--- config.mk ---
export PLATFORM = sky130hd
export DESIGN_NAME = utf8_stream_decoder_unit
export DESIGN_NICKNAME = d
export VERILOG_FILES = /design/src/rtl/core/utf8d_pkg.sv /design/src/rtl/core/utf8d_step.sv /design/src/rtl/core/utf8d_obuf.sv /design/src/rtl/core/utf8_stream_decoder_unit.sv
export SDC_FILE = /design/constraint.sdc
export NUM_CORES = 1
export LEC_CHECK = 0
export BUFFER_PORTS_ARGS = -buffer_cell sky130_fd_sc_hd__buf_4
export CAP_MARGIN = 20
export CORE_MARGIN = 2
export CORE_UTILIZATION = 45
export CTS_CLUSTER_DIAMETER = 40
export DETAILED_ROUTE_END_ITERATION = 7
export RECOVER_POWER = 50
export SLEW_MARGIN = 20
export SYNTH_ARGS = -nofsm -noshare
export SYNTH_HDL_FRONTEND = slang
export SYNTH_SLANG_ARGS = --single-unit
--- constraint.sdc ---
create_clock -name clk -period 17.5 [get_ports clk]
set_clock_uncertainty 0.05 [all_clocks]
set_input_delay 1.75 -clock clk [delete_from_list [all_inputs] [get_ports clk]]
set_output_delay 1.75 -clock clk [all_outputs]
set_load 0.005 [all_outputs]
--- src/rtl/core/utf8d_pkg.sv ---
// Shared types, codes and lookup functions for the UTF-8 stream decoder.
// No dependencies; imported by every module under rtl/core.
`default_nettype none

package utf8d_pkg;

  // Input opcodes
  localparam logic OP_DATA  = 1'b0;
  localparam logic OP_FLUSH = 1'b1;

  // Result kinds
  localparam logic KIND_CHAR    = 1'b0;
  localparam logic KIND_ILLEGAL = 1'b1;

  localparam int unsigned CP_W       = 31;
  localparam int unsigned ACC_W      = 32;
  localparam int unsigned OBUF_DEPTH = 4;
  localparam int unsigned OBUF_AW    = $clog2(OBUF_DEPTH);

  typedef struct packed {
    logic            kind;
    logic [CP_W-1:0] code_point;
    logic            last;
  } utf8d_result_t;

  // Results produced by one accepted request, in delivery order
  typedef struct packed {
    logic [1:0]    count;
    utf8d_result_t first;
    utf8d_result_t second;
  } utf8d_push_t;

  // Expected sequence length from a lead byte; zero means not a lead byte
  function automatic logic [2:0] lead_length(input logic [7:0] b);
    logic [2:0] len;
    if (b < 8'h80)      len = 3'd1;
    else if (b < 8'hC0) len = 3'd0;
    else if (b < 8'hE0) len = 3'd2;
    else if (b < 8'hF0) len = 3'd3;
    else if (b < 8'hF8) len = 3'd4;
    else if (b < 8'hFC) len = 3'd5;
    else if (b < 8'hFE) len = 3'd6;
    else                len = 3'd0;
    return len;
  endfunction

  function automatic logic [ACC_W-1:0] marker_of(input logic [2:0] idx);
    logic [ACC_W-1:0] m;
    unique case (idx)
      3'd0:    m = 32'h0000_3080;
      3'd1:    m = 32'h000E_2080;
      3'd2:    m = 32'h03C8_2080;
      3'd3:    m = 32'hFA08_2080;
      3'd4:    m = 32'h8208_2080;
      default: m = '0;
    endcase
    return m;
  endfunction

  function automatic logic [ACC_W-1:0] overlong_of(input logic [2:0] idx);
    logic [ACC_W-1:0] m;
    unique case (idx)
      3'd0:    m = 32'hFFFF_FFC0;
      3'd1:    m = 32'hFFFF_F000;
      3'd2:    m = 32'hFFFC_0000;
      3'd3:    m = 32'hFF00_0000;
      3'd4:    m = 32'hC000_0000;
      default: m = '0;
    endcase
    return m;
  endfunction

endpackage

`default_nettype wire

--- src/rtl/core/utf8d_step.sv ---
// Per-request decode step: sequence state registers and the logic that
// turns one request into zero, one or two results. Depends on utf8d_pkg.
`default_nettype none

module utf8d_step
  import utf8d_pkg::*;
(
  input  wire logic        clk,
  input  wire logic        rst_n,
  input  wire logic        accept,
  input  wire logic        opcode,
  input  wire logic [7:0]  byte_value,
  output utf8d_push_t      push
);

  logic [2:0]       bytes_seen_r, bytes_seen_nxt;
  logic [2:0]       seq_len_r, seq_len_nxt;
  logic [ACC_W-1:0] acc_r, acc_nxt;

  logic             is_cont;
  logic             pre_illegal;
  logic [2:0]       seen0;
  logic [2:0]       seen1;
  logic [2:0]       len0;
  logic [2:0]       idx;
  logic [ACC_W-1:0] acc0, acc1, acc2;
  logic             main_valid;
  logic             main_kind;
  logic [CP_W-1:0]  main_cp;
  utf8d_result_t    res_pre, res_main;

  always_comb begin
    bytes_seen_nxt = bytes_seen_r;
    seq_len_nxt    = seq_len_r;
    acc_nxt        = acc_r;
    main_valid     = 1'b0;
    main_kind      = KIND_ILLEGAL;
    main_cp        = '0;

    is_cont     = (byte_value[7:6] == 2'b10);
    pre_illegal = (opcode == OP_FLUSH || !is_cont) && (bytes_seen_r != 3'd0);
    seen0       = is_cont ? bytes_seen_r : 3'd0;
    len0        = (seen0 == 3'd0) ? lead_length(byte_value) : seq_len_r;
    acc0        = (seen0 == 3'd0) ? '0 : acc_r;
    acc1        = {acc0[ACC_W-7:0], 6'b0} ^ {{(ACC_W-8){1'b0}}, byte_value};
    seen1       = seen0 + 3'd1;
    idx         = len0 - 3'd2;
    acc2        = acc1 ^ marker_of(idx);

    if (opcode == OP_FLUSH) begin
      bytes_seen_nxt = 3'd0;
    end else begin
      seq_len_nxt = len0;
      if (len0 == 3'd0) begin
        main_valid     = 1'b1;
        bytes_seen_nxt = 3'd0;
        acc_nxt        = acc0;
      end else if (len0 == 3'd1) begin
        main_valid     = 1'b1;
        main_kind      = KIND_CHAR;
        main_cp        = {{(CP_W-8){1'b0}}, byte_value};
        bytes_seen_nxt = 3'd0;
        acc_nxt        = acc0;
      end else if (seen1 == len0) begin
        // Sequence complete: flip markers, then check the overlong mask
        main_valid     = 1'b1;
        bytes_seen_nxt = 3'd0;
        acc_nxt        = acc2;
        if ((acc2 & overlong_of(idx)) != '0) begin
          main_kind = KIND_CHAR;
          main_cp   = acc2[CP_W-1:0];
        end
      end else begin
        bytes_seen_nxt = seen1;
        acc_nxt        = acc1;
      end
    end

    res_pre  = '{kind: KIND_ILLEGAL, code_point: '0, last: !main_valid};
    res_main = '{kind: main_kind, code_point: main_cp, last: 1'b1};

    if (pre_illegal) begin
      push.first  = res_pre;
      push.second = res_main;
    end else begin
      push.first  = res_main;
      push.second = res_main;
    end
    push.count = accept ? ({1'b0, pre_illegal} + {1'b0, main_valid}) : 2'd0;
  end

  always_ff @(posedge clk) begin
    if (!rst_n) begin
      bytes_seen_r <= 3'd0;
      seq_len_r    <= 3'd0;
      acc_r        <= '0;
    end else if (accept) begin
      bytes_seen_r <= bytes_seen_nxt;
      seq_len_r    <= seq_len_nxt;
      acc_r        <= acc_nxt;
    end
  end

endmodule

`default_nettype wire

--- src/rtl/core/utf8d_obuf.sv ---
// Result queue: takes up to two results per cycle and delivers one per
// cycle while out_ready is high. Depends on utf8d_pkg.
`default_nettype none

module utf8d_obuf
  import utf8d_pkg::*;
(
  input  wire logic      clk,
  input  wire logic      rst_n,
  input  wire utf8d_push_t push,
  output logic           room,
  output logic           out_valid,
  input  wire logic      out_ready,
  output utf8d_result_t  out_res
);

  localparam logic [OBUF_AW:0] ROOM_MAX = (OBUF_AW+1)'(OBUF_DEPTH - 2);

  utf8d_result_t        mem [OBUF_DEPTH];
  logic [OBUF_AW-1:0]   wptr_r, rptr_r;
  logic [OBUF_AW:0]     count_r, count_nxt;
  logic                 pop;

  assign out_valid = (count_r != '0);
  assign pop       = out_valid && out_ready;
  assign room      = (count_r <= ROOM_MAX);
  assign out_res   = mem[rptr_r];
  assign count_nxt = count_r + {{(OBUF_AW-1){1'b0}}, push.count}
                     - {{OBUF_AW{1'b0}}, pop};

  always_ff @(posedge clk) begin
    if (push.count != 2'd0) begin
      mem[wptr_r] <= push.first;
    end
    if (push.count == 2'd2) begin
      mem[wptr_r + OBUF_AW'(1)] <= push.second;
    end
  end

  always_ff @(posedge clk) begin
    if (!rst_n) begin
      wptr_r  <= '0;
      rptr_r  <= '0;
      count_r <= '0;
    end else begin
      wptr_r  <= wptr_r + OBUF_AW'(push.count);
      rptr_r  <= rptr_r + OBUF_AW'(pop);
      count_r <= count_nxt;
    end
  end

endmodule

`default_nettype wire

--- src/rtl/core/utf8_stream_decoder_unit.sv ---
// Top level of the UTF-8 stream decoder (legacy 5- and 6-byte forms too).
// Depends on utf8d_pkg, utf8d_step and utf8d_obuf.
`default_nettype none

//  channel  | direction | tdata                  | tuser        | tlast
//  ---------+-----------+------------------------+--------------+-------------
//  in_      | slave     | [7:0] byte_value       | opcode       | (none)
//  out_     | master    | [30:0] code_point, pad | kind         | last result
//
// One request is decoded in the cycle it is accepted; its results are
// registered into a four-entry result queue and leave at one result per
// cycle while out_tready is high. A request is taken every cycle while the
// queue has room for two results; a request that yields two results (an
// illegal report followed by the result for the new byte) fills two slots
// and leaves as two output beats. Stalls on out_ only fill the queue;
// in_tready drops when fewer than two slots are free. Reset (rst_n low,
// synchronous) clears the sequence state and empties the queue.

module utf8_stream_decoder_unit
  import utf8d_pkg::*;
(
  input  wire logic        clk,
  input  wire logic        rst_n,
  input  wire logic        in_tvalid,
  output logic             in_tready,
  input  wire logic [7:0]  in_tdata,   // [7:0] byte_value
  input  wire logic        in_tuser,   // [0] opcode
  output logic             out_tvalid,
  input  wire logic        out_tready,
  output logic [31:0]      out_tdata,  // [30:0] code_point, [31] zero
  output logic             out_tuser,  // [0] kind
  output logic             out_tlast
);

  logic          accept;
  logic          room;
  utf8d_push_t   push;
  utf8d_result_t out_res;

  // Take a request only while two result slots are free
  assign in_tready = room;
  assign accept    = in_tvalid && in_tready;

  utf8d_step u_step (
    .clk        (clk),
    .rst_n      (rst_n),
    .accept     (accept),
    .opcode     (in_tuser),
    .byte_value (in_tdata),
    .push       (push)
  );

  utf8d_obuf u_obuf (
    .clk       (clk),
    .rst_n     (rst_n),
    .push      (push),
    .room      (room),
    .out_valid (out_tvalid),
    .out_ready (out_tready),
    .out_res   (out_res)
  );

  // Unpack the queue head onto the stream fields
  assign out_tdata = {1'b0, out_res.code_point};
  assign out_tuser = out_res.kind;
  assign out_tlast = out_res.last;

endmodule

`default_nettype wire
==> flow_metrics.env <==
export IMPL_status="finished with violations"
export IMPL_violations="capacitance limit, slew limit"
export IMPL_maxCapViolations=3
export IMPL_relSlewSlack=-0.935
export IMPL_fin_setup_tns_ns=0
export IMPL_drt_total_wl_um=21800
export IMPL_hpwl_um=14700
export IMPL_cp_data_required_time_ns=17.73
export IMPL_cts_clk_slew_worst_paths_ns=0.08
export IMPL_power_mw=1.08
export IMPL_antenna_cells=0
export IMPL_grt_start_max_net_pins=41
export IMPL_ctsLongestPathBuffers=2
export IMPL_clkPwrFrac=0.359
export IMPL_endpoint_kind="flop"
export IMPL_yosysSeqAreaShare=0.543
export IMPL_synth_seq_cells=171
export IMPL_power_density_nw_per_um2=111
export IMPL_ir_drop_uv=71.1
export IMPL_drt_vias_per_instance=6.01
export IMPL_max_freq_ghz=0.121
export IMPL_setup_ws_ns=9.22
export IMPL_comb_power_share=0.208
export IMPL_cts_sinks=171
export IMPL_drc=0
export IMPL_power_leakage_nw=3.45
export IMPL_tritoncts="built"
export IMPL_grt_overflow=0
export IMPL_hold_path_class="flop to flop"
export IMPL_rows=50
export IMPL_cts_buffers=17
export IMPL_dieArea_sq_um=20400
export IMPL_cp_start_kind="primary input"
export IMPL_switching_share=0.276
export IMPL_syn_inst=749
export IMPL_die_h_um=143
export IMPL_synth_edf_count=128
export IMPL_final_cell_mix="edfxtp_1, nor2_1, nand2_1, and3_1, dfxtp_1"
export IMPL_synth_main_ff_cell="edfxtp_1"
export IMPL_core_area_sq_um=18800
export IMPL_antenna_found_initial=0
export IMPL_hold_viol_final=0
export IMPL_area_delta_synth_final_pct=11.9
export IMPL_slew_viol_final=35
export IMPL_wire_per_inst_um=21.3
export IMPL_dieWidth_um=143
export IMPL_grt_usage=0.223
export IMPL_period_share=0.473
export IMPL_start_util=0.461
export IMPL_cts_setup_buffers=0
export IMPL_pre_cts_ws_ns=10.66
export IMPL_root_buffer="clkbuf_16"
export IMPL_synth_area_sq_um=8660
export IMPL_worst_pin_slew_ns=2.90
export IMPL_syn_avg_cell_area_sq_um=11.6
export IMPL_worstPathArrival_ns=8.51
export IMPL_layout_nets=795
export IMPL_drtIter0Drc=606
export IMPL_numPortBuffers=47
export IMPL_seqPwrFrac=0.433
export IMPL_p_sw_mw=0.298
export IMPL_cts_resized=0
export IMPL_antenna_left=0
export IMPL_ys_types=72
export IMPL_drive_gt1_frac=0.160
export IMPL_vias=6135
export IMPL_syn_nets=771
export IMPL_place_gp_congestion=0.894
export IMPL_path_class="primary input to flop"
export IMPL_power_internal_mw=0.781
export IMPL_cp_max_fo=27
export IMPL_clk_latency_ns=0.43
export IMPL_cts_hold_buffers=0
export IMPL_grt_pass1_wl_um=34400
export IMPL_num_io_pins=49
export IMPL_rsz0062_at_grt="no"
export IMPL_async_reset_ff_frac=0
export IMPL_setup_viol=0
export IMPL_post_route_min_period_ns=8.28
export IMPL_yosys_warnings=0
export IMPL_dr_pass1_iters=5
export IMPL_htreeDepth=4
export IMPL_mostFrequentLayoutCell="edfxtp_1"
export IMPL_grt_pass1_vias=5945
through the flow:
stage | hold slack (ns) | std cells | util | cell area [sq um]
floorplan | 0.413 | 749 | - | 8660
global placement | 0.448 | 985 | 0.488 | 9150
detailed placement | 0.456 | 985 | 0.488 | 9150
CTS | 0.466 | 1017 | 0.520 | 9760
global route | 0.506 | 1020 | 0.517 | 9690
finish | 0.467 | 1020 | 0.517 | 9690
area by class of cell:
cell class / count / area, sq um
Clock buffer: 17 / 425
Clock inverter: 15 / 180
Fill cell: 1672 / 9070
Inverter: 11 / 41.3
Multi-Input combinational cell: 515 / 3650
Sequential cell: 171 / 4710
Tap cell: 234 / 293
Timing Repair Buffer: 57 / 398
synthesized netlist by cell type (all sizes together) (8+ instances only):
cell type | count | area share
ha | 8 | 0.012
inv | 11 | 0.0048
a22oi | 23 | 0.020
nand2 | 53 | 0.024
and3 | 44 | 0.032
xor2 | 17 | 0.017
buf | 21 | 0.014
edfxtp | 128 | 0.44
and2 | 9 | 0.0065
nor3 | 13 | 0.0092
nand2b | 9 | 0.0065
nand3 | 16 | 0.0092
nor3b | 19 | 0.016
nor2 | 95 | 0.041
dfxtp | 43 | 0.099
clkbuf | 31 | 0.014
xnor2 | 10 | 0.010
o21ai | 24 | 0.014
nor2b | 24 | 0.018
a21oi | 28 | 0.019
a31oi | 10 | 0.0079
mux4 | 33 | 0.086
layer usage:
layer,vias to the layer above,global-route usage,part of all wire,wire (um)
li1,2860,-,-,-
met5,-,0,0,0
met2,210,0.346,0.46,9990
met1,3034,0.320,0.47,10200
met4,0,0.0698,0.021,459
met3,31,0.0396,0.053,1150
path summary, 6_finish.rpt:
kind	from	endpoint	slack [ns]	cells after the start
setup / recovery	in_tdata[7]	u_obuf.mem[0][32]	9.22	17
hold / removal	u_step.acc_r[7]	u_step.acc_r[7]	0.47	2
setup reg to reg	u_step.bytes_seen_r[0]	u_obuf.mem[0][32]	10.86	15
hold reg to reg	u_step.acc_r[7]	u_step.acc_r[7]	0.47	2
worst max-delay path: stages:
cell and delay (ns):
clkbuf_1 0.42, nor2b_1 0.34, nand2_1 0.16, ha_1 0.35, nand2_1 0.72, a21o_1 0.46, xnor2_1 0.24, nand3_1 0.49
a21oi_1 0.31, ha_1 0.30, nor2b_1 0.28, and3_1 0.22, nor2_1 0.05, nor2_1 1.02, clkbuf_1 0.95, o21ai_0 0.21
o21ai_0 0.20
kinds of logic (layout without fill, tap and decap cells):
| kind of cell | count (synthesis) | after routing | synth area share |
|---|---|---|---|
| AOI/OAI and AO/OA | 131 | 131 | 0.104 |
| xor gates and xnor gates | 27 | 27 | 0.0273 |
| adders and majority gates | 9 | 9 | 0.0139 |
| buffers and inverters | 63 | 100 | 0.0322 |
| DFF | 171 | 171 | 0.543 |
| muxes | 37 | 37 | 0.0912 |
| other | 1 | 1 | 0.000433 |
| and+or+nand+nor | 310 | 310 | 0.188 |
state kept, by name, summed over array words and instances (netlist names):
register	count
u_obuf.mem	132
u_step.acc_r	26
u_obuf.count_r	3
u_step.bytes_seen_r	3
u_step.seq_len_r	3
u_obuf.rptr_r	2
u_obuf.wptr_r	2
power groups by stage:
| stage | Clock [mW] | Combinational (mW) | Sequential, mW |
|---|---|---|---|
| 2_1_floorplan | 0 | 0.150 | 0.470 |
| 3_3_place_gp | 0 | 0.227 | 0.475 |
| 3_5_place_dp | 0 | 0.230 | 0.476 |
| 4_1_cts | 0.394 | 0.230 | 0.467 |
| 5_1_grt | 0.410 | 0.244 | 0.470 |
| 6_report | 0.388 | 0.224 | 0.467 |
No activity file was read; power rests on OpenSTA's default activity.
